### config.mk
export PLATFORM = sky130hd
export DESIGN_NAME = crl_ram
export DESIGN_NICKNAME = d
export VERILOG_FILES = /design/src/design/crl_ram.sv
export SDC_FILE = /design/constraint.sdc
export NUM_CORES = 2
export LEC_CHECK = 0
export ABC_AREA = 1
export BUFFER_PORTS_ARGS = -buffer_cell sky130_fd_sc_hd__buf_2
export CAP_MARGIN = 20
export CORE_ASPECT_RATIO = 0.5
export CORE_UTILIZATION = 60
export DETAILED_ROUTE_END_ITERATION = 10
export PLACE_DENSITY = 0.77
export SLEW_MARGIN = 30
export SYNTH_ARGS = -nofsm -noshare
export SYNTH_HDL_FRONTEND = slang
export SYNTH_SLANG_ARGS = --single-unit
### constraint.sdc
create_clock -name clk -period 6.76 [get_ports clk]
set_input_delay 1.352 -clock clk [delete_from_list [all_inputs] [get_ports clk]]
set_output_delay 1.352 -clock clk [all_outputs]
set_load 0.03 [all_outputs]
### src/design/crl_ram.sv
// crl_ram: generic single-write, single-read ram with registered read data
// depends on nothing
module crl_ram #(
  parameter int WIDTH = 64,
  parameter int DEPTH = 32
) (
  input  logic                     clk,
  input  logic                     we,
  input  logic [$clog2(DEPTH)-1:0] waddr,
  input  logic [WIDTH-1:0]         wdata,
  input  logic [$clog2(DEPTH)-1:0] raddr,
  output logic [WIDTH-1:0]         rdata
);

  logic [WIDTH-1:0] mem [DEPTH];

  always_ff @(posedge clk) begin
    if (we) begin
      mem[waddr] <= wdata;
    end
    rdata <= mem[raddr];
  end

endmodule

==> results.json <==
{
  "place.gp.congestion": 0.777,
  "row_count": 96,
  "crit_chain": "buf_8, buf_12, buf_4, nand2_1, nand3_1, nand3_1, nand3_1, nand3_1, nand2_1",
  "mostFrequentLayoutCells": "nand2_1 (2376), edfxtp_1 (2048), nand3_1 (1800)",
  "synth-compound-area-share_pct": 0,
  "path_common_cell": "nand3_1",
  "drv_slew": 0,
  "yosysWarningCount": 0,
  "portBuffers": 139,
  "synth_cells": 6768,
  "viasPerCell": 6.22,
  "maxCapViolCount": 0,
  "final_hold_viol_count": 0,
  "cp_max_fo": 188,
  "syn_area_per_cell_um2": 12.3,
  "hp-class": "reg -> reg",
  "ant_nets": 0,
  "clock_skew_ns": 0.0289,
  "grt_max_degree": 216,
  "grt_pass1_wl_mm": 318,
  "synth_adder_area_share_pct": 0,
  "crit_type": "in -> reg",
  "synth_seq_cells": 2112,
  "power_leakage_uw": 0.0323,
  "setup_violations": 0,
  "cts_tree": "done",
  "clkSinkCount": 2112,
  "drc": 0,
  "core_area_um2": 137000,
  "worstMarginPinSlew_ns": 1.08,
  "synthMuxAreaShare_pct": 0,
  "clkSlewWorstSetupHoldPaths_ns": 0.07,
  "place_area_um2": 85400,
  "routed-via-count": 54411,
  "cts_buffer_depth": 3,
  "cts_hold_buf": 0,
  "p_total_uw": 26400,
  "post_cts_buffers": 0,
  "cts_root_buf": "clkbuf_16",
  "ios": 140,
  "grt_setup_unrepaired": "false",
  "drt_iter0_markers": 8932,
  "numCtsBuffers": 174,
  "synth_top_family_by_area": "simple AND/OR/NAND/NOR gates",
  "cts_resized": 0,
  "ys_types": 13,
  "fin_util_pct": 66.5,
  "die_h_um": 265,
  "dr.pass1.iters": 6,
  "die_area_um2": 140000,
  "layout.nets": 6807,
  "status": "finished clean",
  "layout.cells.most_common": "nand2_1",
  "syn-cell-area_um2": 83000,
  "cp_data_arrival_time_ns": 4.29,
  "setup_tns_ns": 0,
  "antenna_found_initial": 16,
  "die_w_um": 528,
  "ys_seq_area_share_pct": 75.6,
  "cts-htree-levels": 4,
  "cellPowerDensity_nw_per_um2": 289,
  "detail_route.wirelength_mm": 217,
  "crit_slowest_cell": "buf_4",
  "fmax_mhz": 282,
  "area_growth_syn_to_layout_pct": 9.84,
  "setup_slack_ns": 3.21,
  "slew_headroom_pct": 27.7,
  "finalCritPeriodShare_pct": 52.5,
  "layout_min_cycle_time_ns": 3.55,
  "finish.instance_area_um2": 91200,
  "required_ns": 7.50,
  "drive_above_1_share_pct": 7.24,
  "synth-simple-area-share_pct": 21.7,
  "grt_overflow": 0,
  "clkLatencyLatePin_ns": 0.81,
  "cpLargestDelayFamily": "buffers and inverters",
  "start_util_pct": 60.5,
  "dp.final_hpwl_mm": 100,
  "dp_slack_ns": 2.60,
  "end_kind": "flop",
  "synthXorXnorAreaFrac_pct": 0,
  "grt_pass1_vias": 51317,
  "start_kind": "input pin",
  "globalRouteTotalUtil_pct": 30.8,
  "cp.buffers_inverters": 3,
  "irDropWorstVdd_uv": 206,
  "syn_nets": 6844,
  "wire_per_inst_um": 24.8,
  "critical-path-max-stage-delay_ns": 0.74
}
-- per-layer routing --
layer / vias to the layer above / part of all wire, % / track usage [%]
met4: 8 / 3.9 / 12.6
met3: 526 / 12 / 4.88
li1: 23891 / - / -
met5: - / 0.025 / 0
met2: 3791 / 46 / 47.7
met1: 26195 / 38 / 44.0
-- flip-flops by register name (all words and copies together) (netlist names) --
| name | flops |
|---|---|
| mem | 2048 |
| rdata | 64 |
-- final timing paths --
check / from / slack [ns] / end / cells past startpoint
max reg2reg: mem[16][22] / 5.45 / rdata[22] / 6
min reg2reg: mem[2][14] / 0.69 / rdata[14] / 6
max: raddr[0] / 3.21 / rdata[3] / 9
min: mem[2][14] / 0.69 / rdata[14] / 6
-- cells in the mapped netlist --
cell / number / area (µm²)
inv_4: 1 / 6.26
edfxtp_1: 2048 / 61500
nor2_1: 32 / 120
buf_1: 49 / 184
clkbuf_1: 82 / 308
buf_6: 4 / 45.0
nand2_1: 2376 / 8920
dfxtp_1: 64 / 1280
inv_1: 7 / 26.3
inv_2: 2 / 7.51
buf_4: 28 / 210
buf_2: 275 / 1380
nand3_1: 1800 / 9010
-- where the power goes --
part | internal (µW) | switching [µW] | total (µW)
sequential | 14500 | 69.8 | 14600
clock | 5530 | 4620 | 10200
combinational | 390 | 1220 | 1610
-- cell families after synthesis --
family                 Yosys count
flip-flops                    2112
buffers and inverters          448
AND/OR/NAND/NOR               4208
-- per-stage QoR --
| step | hold WS [ns] | std cells |
|---|---|---|
| global route | 0.738 | 8750 |
| global placement | 0.660 | 8411 |
| floorplan | 0.640 | 6768 |
| detailed placement | 0.672 | 8414 |
| finish | 0.686 | 8754 |
| CTS | 0.691 | 8737 |
-- tightest hold or removal path, cell delays in order, from the launching register on --
cell and delay (ns):
edfxtp_1 0.32, nand2_1 0.05, nand3_1 0.05, nand3_1 0.07, nand3_1 0.07, nand3_1 0.06, nand2_1 0.06
-- final cells by class --
type	instances	area (µm²)
inverter	10	76.3
sequential	2112	62800
clock inverter	75	846
multi-input combinational	4208	18300
tap	1862	2330
timing repair buffer	225	2030
clock buffer	248	4780
antenna	14	35.0
fill	9398	46000
Note: power is estimated with default switching activity, not from simulation.
